$ cat config.mk
export PLATFORM = sky130hd
export DESIGN_NAME = bltq_queue
export DESIGN_NICKNAME = d
export VERILOG_FILES = /design/src/sv/bltq_pkg.sv /design/src/sv/bltq_queue.sv
export SDC_FILE = /design/constraint.sdc
export NUM_CORES = 1
export LEC_CHECK = 0
export ABC_CLOCK_PERIOD_IN_PS = 8180
export BUFFER_PORTS_ARGS = -buffer_cell sky130_fd_sc_hd__clkbuf_2
export CORE_MARGIN = 2
export CORE_UTILIZATION = 52
export DETAILED_ROUTE_END_ITERATION = 8
export PLACE_DENSITY = 0.79
export SYNTH_ARGS = -nofsm -noshare
export SYNTH_HDL_FRONTEND = slang
export SYNTH_SLANG_ARGS = --single-unit
$ cat constraint.sdc
create_clock -name clock -period 8.18 [get_ports clock]
set_input_delay 1.636 -clock clock [delete_from_list [all_inputs] [get_ports clock]]
set_output_delay 1.636 -clock clock [all_outputs]
set_load 0.1 [all_outputs]
$ cat src/sv/bltq_pkg.sv
// Shared types, field layout and codes for the binary lifting tree query engine.
package bltq_pkg;

   localparam int NODE_W  = 10;
   localparam int DEPTH_W = 10;
   localparam int STEP_W  = 10;
   localparam int SUM_W   = 42;
   localparam int LEN_W   = 11;
   localparam int COUNT_W = 11;
   localparam int LVL_W   = 5;
   localparam int VAL_W   = 32;

   localparam int REQ_DATA_W = 88;
   localparam int RSP_DATA_W = 72;

   localparam int A_LSB   = 0;
   localparam int B_LSB   = 10;
   localparam int P_LSB   = 20;
   localparam int HP_BIT  = 30;
   localparam int D_LSB   = 31;
   localparam int V_LSB   = 41;
   localparam int S_LSB   = 73;
   localparam int INC_BIT = 83;

   localparam logic [COUNT_W-1:0] COUNT_RESET = 11'd1024;

   typedef enum logic [2:0] {
      OP_LOAD    = 3'd0,
      OP_BUILD   = 3'd1,
      OP_LCA     = 3'd2,
      OP_CLIMB   = 3'd3,
      OP_DESCEND = 3'd4,
      OP_PSUM    = 3'd5,
      OP_DIST    = 3'd6,
      OP_NOP     = 3'd7
   } op_type;

   typedef enum logic [1:0] {
      ST_OK        = 2'd0,
      ST_NOT_BUILT = 2'd1,
      ST_BUILT     = 2'd2,
      ST_SHALLOW   = 2'd3
   } status_type;

   typedef struct packed {
      op_type             op;
      logic [NODE_W-1:0]  a;
      logic [NODE_W-1:0]  b;
      logic [NODE_W-1:0]  parent;
      logic               has_parent;
      logic               load_ok;
      logic [DEPTH_W-1:0] depth;
      logic [SUM_W-1:0]   value;
      logic [STEP_W-1:0]  steps;
      logic               inclusive;
      logic [COUNT_W-1:0] n;
      logic [LVL_W-1:0]   lv;
   } cmd_type;

   typedef struct packed {
      status_type         status;
      logic [LEN_W-1:0]   path_length;
      logic [SUM_W-1:0]   path_sum;
      logic               node_found;
      logic [NODE_W-1:0]  result_node;
   } rsp_type;

endpackage

$ cat src/sv/bltq_queue.sv
// Two-entry command queue between the front end and the lifting engine.
module bltq_queue
   import bltq_pkg::*;
(
   input  logic    clock,
   input  logic    reset,
   input  logic    push,
   input  cmd_type push_cmd,
   output logic    full,
   input  logic    pop,
   output logic    cmd_valid,
   output cmd_type cmd
);

   cmd_type    slot_ff [2];
   logic       wr_ptr_ff;
   logic       wr_ptr_in;
   logic       rd_ptr_ff;
   logic       rd_ptr_in;
   logic [1:0] count_ff;
   logic [1:0] count_in;

   always_comb begin
      wr_ptr_in = push ? !wr_ptr_ff : wr_ptr_ff;
      rd_ptr_in = pop ? !rd_ptr_ff : rd_ptr_ff;
      count_in = count_ff + 2'(push) - 2'(pop);
   end

   always_ff @(posedge clock) begin
      if (push) slot_ff[wr_ptr_ff] <= push_cmd;
      if (reset) begin
         wr_ptr_ff <= 1'b0;
         rd_ptr_ff <= 1'b0;
         count_ff <= 2'd0;
      end else begin
         wr_ptr_ff <= wr_ptr_in;
         rd_ptr_ff <= rd_ptr_in;
         count_ff <= count_in;
      end
   end

   assign full = count_ff == 2'd2;
   assign cmd_valid = count_ff != 2'd0;
   assign cmd = slot_ff[rd_ptr_ff];

endmodule

==> run metrics <==
placed insts=819; fmax=209 MHz; post-route ant nets=0; post-synth top area cell=edfxtp_1; largest net degree at the start of global routing=82; post-CTS sizing=0; CTS tree=yes; commonest non-fill, non-tap cells in the layout=clkbuf_2, edfxtp_1, mux2_4; vias per cell=5.02; top post-synthesis cells by area=edfxtp_1, mux2_4, mux2_2; Comb pwr share=0.241; worst r2r src=wr_ptr_ff; Slew @ Worst Pin=1150 ps; R2R Setup Slk=5620 ps; crit path launch type=flop; crit path capture type=output pin; sw frac=0.326; vias=4299; outcome=finished clean; RSZ-0062 raised after global routing=false; CP peak stage delay=960 ps; Slew HR=0.230; most common cell after layout, fill and taps aside=clkbuf_2; Area Growth Syn to Fin=23.2%; Tmin final=4780 ps; Worst-Skew Late Latency=480 ps; Hold Path Class=flop to flop; final RePlAce weighted congestion=0.738; Total GRT Usage=0.172; WP data required=6540 ps; WL/cell=18.2 um; H-tree depth=1; clock power share=0.300; drt drc=0; Post-Syn Nets=496; Final Skew=6.77 ps; I/O Pins=234; Max Cap Viol=0; syn_area_per_cell=23.1 um^2; Worst EP arrival=3140 ps; Finished Cell Area=0.0107 mm^2; setup violators final=0; CP Cell Sequence=buf_4 -> mux2_2 -> clkbuf_2; Slew Viols, Final=0; Max Fanout on Critical Path=69; hold slack=524 ps; synthesized cell area=0.00869 mm^2; first-pass GRT wire length=23900 um; Int Power=2.09 mW; register area share after synthesis=0.799; CP Capture Point=cmd[15]; vias in the first global route=4439; Max stage delay cell, worst path=buf_4; layout cell share with drive strength beyond 1=0.597; Core Area=0.0165 mm^2; die span in y=133 um; Placement Cell Area=0.0101 mm^2; CTS buffer count=23; leakage=4.21 nW; Post-CTS Setup Bufs=0; Final Net Count=744; GR Overflow Total=0; power density cells=290 mW/mm^2; Worst VDD drop=0.000197 V; Initial DRC Count=239; Die Wd=133 um; Reg2Reg Depth=2; YS warnings=0; FF-to-FF End=slot_ff[0][17]; Yosys top cell area share=0.788; Die ar.=0.0178 mm^2; initial antenna violation count=0; worst-case clock buffer depth=3; layout filler cell count=1170; # port buffers=233; Synth Register Bits=233; Final Hold Violating Endpoints=0; clk sinks=233; sequential share of power=0.459; Worst-path clk slew=60 ps; setup TNS=0 ps; Critical Setup Path Class=flop to output pin; crit share post-route=0.584; P_sw=1.01 mW; hold_buf cts=0; Initial Util=0.528; 1st-pass router iterations=5; antenna diode count=0; Final Util=0.651; synth unique cells=15; clk root buf=clkbuf_16; num rows=47; cell count after synthesis=376; post-route insts no fill=857; DRT Wirelength=15600 um
registers in the layout (all words and copies together) (netlist names), named ones only:
register   count
wr_ptr_ff      1
rd_ptr_ff      1
slot_ff      228
count_ff       2
cell type report:
type | count | area (um^2) | area share
inverter | 2 | 7.51 | 0.000701
sequential | 233 | 6950 | 0.649
timing repair buffer | 236 | 1190 | 0.111
tap | 220 | 275 | 0.0257
multi-input combinational | 128 | 1630 | 0.152
clock inverter | 8 | 58.8 | 0.00549
clock buffer | 30 | 602 | 0.0562
metal layers:
| metal | track usage | wire length (um) | up-vias |
|---|---|---|---|
| li1 | - | - | 1987 |
| met2 | 0.296 | 7860 | 184 |
| met3 | 0.0518 | 1310 | 29 |
| met4 | 0.0414 | 326 | 0 |
| met5 | 0 | 0 | - |
| met1 | 0.217 | 6090 | 2099 |
Yosys cell counts:
library cell  instances
and2_1                1
buf_2                 5
buf_6                 7
buf_8                 1
dfxtp_1               5
edfxtp_1            228
ha_1                  2
inv_1                 2
mux2_2               54
mux2_4               60
nor2_1                4
nor2b_1               3
or2_2                 1
xnor2_1               2
xnor3_1               1
metrics by stage:
step,worst slack [ps],total power [mW]
floorplan,992,2.09
global placement,3970,2.19
detailed placement,3880,2.20
CTS,3360,3.13
global route,3250,3.20
finish,3400,3.10
worst max-delay path, delay by kind of cell (launching register included):
kind     cells  cell delay [ps]
mux          1              440
flops        1              790
buf+inv      2             1330
power groups by stage:
stage               registers [mW]  logic, mW  clock network, mW
CTS                           1.43      0.752              0.957
floorplan                     1.44      0.649                  0
detailed placement            1.45      0.751                  0
finish                        1.42      0.747              0.932
global placement              1.44      0.741                  0
global route                  1.43      0.770              0.999
worst min path at each step:
stage | depth (start not counted) | start | endpoint
after global placement | 2 | rd_ptr_ff | rd_ptr_ff
after floorplan | 2 | rd_ptr_ff | flop
after CTS | 2 | rd_ptr_ff | rd_ptr_ff
after detailed placement | 2 | rd_ptr_ff | rd_ptr_ff
final | 2 | rd_ptr_ff | rd_ptr_ff
after global routing | 2 | rd_ptr_ff | rd_ptr_ff
cells by family after synthesis:
kind of cell	Yosys count	share of synthesized area
xor gates and xnor gates	3	0.00461
adders and majority gates	2	0.00288
buffers and inverters	15	0.0145
DFF	233	0.799
muxes	114	0.174
and+or+nand+nor	9	0.00533
Power figures use the tool's default switching activity.
