[src/sv/bltq_pkg.sv]
// Shared types, field layout and codes for the binary lifting tree query engine.
package bltq_pkg;

   localparam int NODE_W  = 10;
   localparam int DEPTH_W = 10;
   localparam int STEP_W  = 10;
   localparam int SUM_W   = 42;
   localparam int LEN_W   = 11;
   localparam int COUNT_W = 11;
   localparam int LVL_W   = 5;
   localparam int VAL_W   = 32;

   localparam int REQ_DATA_W = 88;
   localparam int RSP_DATA_W = 72;

   localparam int A_LSB   = 0;
   localparam int B_LSB   = 10;
   localparam int P_LSB   = 20;
   localparam int HP_BIT  = 30;
   localparam int D_LSB   = 31;
   localparam int V_LSB   = 41;
   localparam int S_LSB   = 73;
   localparam int INC_BIT = 83;

   localparam logic [COUNT_W-1:0] COUNT_RESET = 11'd1024;

   typedef enum logic [2:0] {
      OP_LOAD    = 3'd0,
      OP_BUILD   = 3'd1,
      OP_LCA     = 3'd2,
      OP_CLIMB   = 3'd3,
      OP_DESCEND = 3'd4,
      OP_PSUM    = 3'd5,
      OP_DIST    = 3'd6,
      OP_NOP     = 3'd7
   } op_type;

   typedef enum logic [1:0] {
      ST_OK        = 2'd0,
      ST_NOT_BUILT = 2'd1,
      ST_BUILT     = 2'd2,
      ST_SHALLOW   = 2'd3
   } status_type;

   typedef struct packed {
      op_type             op;
      logic [NODE_W-1:0]  a;
      logic [NODE_W-1:0]  b;
      logic [NODE_W-1:0]  parent;
      logic               has_parent;
      logic               load_ok;
      logic [DEPTH_W-1:0] depth;
      logic [SUM_W-1:0]   value;
      logic [STEP_W-1:0]  steps;
      logic               inclusive;
      logic [COUNT_W-1:0] n;
      logic [LVL_W-1:0]   lv;
   } cmd_type;

   typedef struct packed {
      status_type         status;
      logic [LEN_W-1:0]   path_length;
      logic [SUM_W-1:0]   path_sum;
      logic               node_found;
      logic [NODE_W-1:0]  result_node;
   } rsp_type;

endpackage

[src/sv/bltq_front.sv]
// Front end: node count register, item decode, clamping and level count.
module bltq_front
   import bltq_pkg::*;
#(
   parameter int NODES      = 1024,
   parameter int LEVELS     = 10,
   parameter int VALUE_BITS = 32
) (
   input  logic                  clock,
   input  logic                  reset,
   input  logic                  csr_we,
   input  logic [COUNT_W-1:0]    csr_wdata,
   input  logic                  req_tvalid,
   output logic                  req_tready,
   input  logic [REQ_DATA_W-1:0] req_tdata,
   input  logic [2:0]            req_tuser,
   input  logic                  queue_full,
   output logic                  push,
   output cmd_type               cmd
);

   logic [COUNT_W-1:0] count_ff;
   logic [COUNT_W-1:0] count_in;

   always_comb begin
      count_in = csr_we ? csr_wdata : count_ff;
   end

   always_ff @(posedge clock) begin
      if (reset) begin
         count_ff <= COUNT_RESET;
      end else begin
         count_ff <= count_in;
      end
   end

   always_comb begin
      int nv;
      int h;
      logic [NODE_W-1:0] na;
      logic [NODE_W-1:0] nb;
      logic [NODE_W-1:0] np;
      nv = int'(count_ff);
      if (nv < 1) nv = 1;
      if (nv > NODES) nv = NODES;
      cmd.lv = LVL_W'(LEVELS);
      for (h = LEVELS; h >= 1; h--) begin
         if ((64'd1 << h) >= 64'(nv)) cmd.lv = LVL_W'(h);
      end
      na = req_tdata[A_LSB +: NODE_W];
      nb = req_tdata[B_LSB +: NODE_W];
      np = req_tdata[P_LSB +: NODE_W];
      cmd.n = COUNT_W'(nv);
      cmd.op = op_type'(req_tuser);
      cmd.a = (int'(na) < nv) ? na : NODE_W'(nv - 1);
      cmd.b = (int'(nb) < nv) ? nb : NODE_W'(nv - 1);
      cmd.parent = (int'(np) >= NODES) ? NODE_W'(NODES - 1) : np;
      cmd.has_parent = req_tdata[HP_BIT];
      cmd.load_ok = int'(na) < NODES;
      if (cmd.op == OP_LOAD) begin
         cmd.a = na;
      end
      cmd.depth = req_tdata[D_LSB +: DEPTH_W];
      cmd.value = SUM_W'($signed(req_tdata[V_LSB +: VALUE_BITS]));
      cmd.steps = req_tdata[S_LSB +: STEP_W];
      cmd.inclusive = req_tdata[INC_BIT];
   end

   assign req_tready = !queue_full;
   assign push = req_tvalid && !queue_full;

endmodule

[config.mk]
export PLATFORM = sky130hd
export DESIGN_NAME = bltq_front
export DESIGN_NICKNAME = d
export VERILOG_FILES = /design/src/sv/bltq_pkg.sv /design/src/sv/bltq_front.sv
export SDC_FILE = /design/constraint.sdc
export NUM_CORES = 1
export LEC_CHECK = 0
export BUFFER_PORTS_ARGS = -buffer_cell sky130_fd_sc_hd__buf_2
export CAP_MARGIN = 20
export CORE_AREA = 2 2 87 89
export CTS_CLUSTER_SIZE = 28
export DETAILED_ROUTE_END_ITERATION = 8
export DIE_AREA = 0 0 89 91
export GPL_TIMING_DRIVEN = 0
export PLACE_DENSITY = 0.79
export SETUP_SLACK_MARGIN = 0.5
export SLEW_MARGIN = 20
export SYNTH_ARGS = -nofsm -noshare
export SYNTH_HDL_FRONTEND = slang
export SYNTH_SLANG_ARGS = --single-unit
export TNS_END_PERCENT = 30
[constraint.sdc]
create_clock -name clock -period 8.45 [get_ports clock]
set_clock_uncertainty 0.1 [all_clocks]
set_input_delay 1.69 -clock clock [delete_from_list [all_inputs] [get_ports clock]]
set_output_delay 1.69 -clock clock [all_outputs]
set_load 0.005 [all_outputs]
==> impl_metrics.yaml <==
power_and_ir_drop:
  ir_drop_v: 0.0000948
  leakagePower_nw: 1.86
  power_mw: 0.282
  p_per_area_nw_per_um2: 82.7
finish:
  nets: 610
  synthToLayoutAreaGrowth_pct: 37.5
  fin_area_um2: 3410
  final_util: 0.477
  largest_reg_flops: 11
  finalNonFillerCells: 580
  reg_top3: "count_ff (11)"
  drive_gt1_frac: 0.551
  n_antenna_cell: 0
  regMostFlops: "count_ff"
detailed_routing:
  remaining_drc_errors: 0
  wirelength_um: 7450
  routed-via-count: 2728
  dr.pass1.iters: 4
  drtIter0Drc: 244
  final_antenna_net_count: 0
  routedWlPerCell_um: 12.8
  vias_per_cell: 4.70
min_path:
  hold_path_depth: 3
  hp-class: "flop to flop"
sta:
  whs_ns: 0.548
  slew_headroom: 0.577
  layout_setup_ws_ns: 3.04
  setup_viol: 0
  fin_crit_sh: 0.640
  max_freq_mhz: 185
  hold_viol: 0
  min_period_ns: 5.41
  tightestPinTransition_ns: 0.634
  fin_tns_setup_ns: 0
  slew_violations: 0
  rsz0062_at_grt: "false"
floorplanning:
  core-area_um2: 7140
  start_util: 0.347
  num_io_pins: 223
  die_h_um: 91
  die_w_um: 89
  dieArea_um2: 8100
  rows: 31
logic_synthesis:
  syn-instance-count: 325
  synth.area.top_cells: "buf_4, ha_1, dfxtp_1"
  synth_nets: 453
  synth_seq_cells: 11
  yosys_warnings: 0
  synth_cell_types: 45
  ys.flop_type: "dfxtp_1"
  synth.cell_area_um2: 2480
  netlist.area_leader.share: 0.243
  synth_area_leader_cell: "buf_4"
  ys_seq_area_frac: 0.0889
  async_flop_share: 0
  yosysMostFrequentCell: "buf_4"
  synth_edf_count: 0
  syn_area_per_cell_um2: 7.62
  yosys-top-cells-count: "buf_4, nor2_1, ha_1, inv_1, nand2_1"
placed_design:
  io_buffers: 152
  place_hpwl_um: 6480
  place_inst: 576
  place_area_um2: 3360
  globalplace.congestion: 0.840
  dp_slack_ns: 3.05
global_routing:
  grt_pass1_wl_um: 11300
  antenna_found_initial: 0
  grt-ovfl-total: 0
  first_global_vias: 2524
  grt_max_degree: 12
  grt_util_all_layers: 0.171
clocking:
  clockBufferDepth: 2
  cts_resized: 0
  clk_latency_ns: 0.24
  clock-root-buffer: "clkbuf_8"
  cts_htree_levels: 1
  cts_tree: "done"
  cts_sinks: 11
  cts_hold_buffers: 0
  cts_setup_buffers: 0
  clk_transition_reported_paths_ns: 0.05
  cts_buffers: 3
status:
  status: "complete, no violations"
worst_setup_path:
  startpoint_type: "primary input"
  cp_max_fo: 10
  arrival_ns: 3.62
  required_ns: 6.66
  path_class: "primary input to primary output"
  cp-end-kind: "primary output"
  reg2reg_depth: 3
flow_run:
  maxCapViolCount: 0
==> final timing paths <==
path,start,to,slack [ns]
worst min-delay path,count_ff[2],count_ff[2],0.55
worst min register to register,count_ff[2],count_ff[2],0.55
worst max-delay path,req_tdata[8],cmd[109],3.04
worst max register to register,count_ff[10],count_ff[10],7.15
==> per-layer routing <==
layer / vias to the layer above / track usage / wire (µm)
met5: - / 0 / 0
met4: 0 / 0.0286 / 65
met3: 8 / 0.0118 / 603
met2: 138 / 0.332 / 3830
met1: 1222 / 0.200 / 2940
li1: 1360 / - / -
==> worst max-delay path, cell delays in order <==
cell and delay [ns]:
buf_2 0.11, ha_1 0.30, a21o_1 0.18, a21o_1 0.20
a222oi_1 0.36, a22oi_2 0.28, mux2_2 0.36, buf_2 0.14
==> report_power, final <==
part           internal (mW)  total, mW  switching [mW]
combinational         0.0927      0.171          0.0778
sequential            0.0552     0.0578         0.00260
clock                 0.0331     0.0532          0.0201
==> cell usage in the layout (no fill, tap or decap), types with 5 or more instances in the layout <==
master,instances
a21oi_1,12
mux2_4,9
o21ai_0,14
clkbuf_8,5
o211ai_1,7
a31oi_1,5
nor2_1,26
mux2i_1,12
mux2_2,9
clkbuf_1,9
inv_1,21
dfxtp_1,11
buf_4,80
buf_2,153
nor3_1,8
ha_1,21
nand2_1,19
a21o_1,6
==> logic make-up (layout without fill, tap and decap cells) <==
kind of cell,count (synthesis),in the layout,synth area share
multiplexers,30,30,0.144
other,2,2,0.00303
AND/OR/NAND/NOR,78,78,0.161
flip-flops,11,11,0.0889
adder cells (fa/ha/maj),21,21,0.106
buffers and inverters,118,274,0.321
XOR/XNOR,3,3,0.0106
AO/OA/AOI/OAI,62,62,0.165
==> cell type report <==
class	count	area [µm²]
Inverter	22	82.6
Sequential cell	11	220
Multi-Input combinational cell	196	1460
Timing Repair Buffer	152	761
Fill cell	741	3730
Clock buffer	4	45.0
Buffer	96	712
Tap cell	99	124
Power figures use the tool's default switching activity.
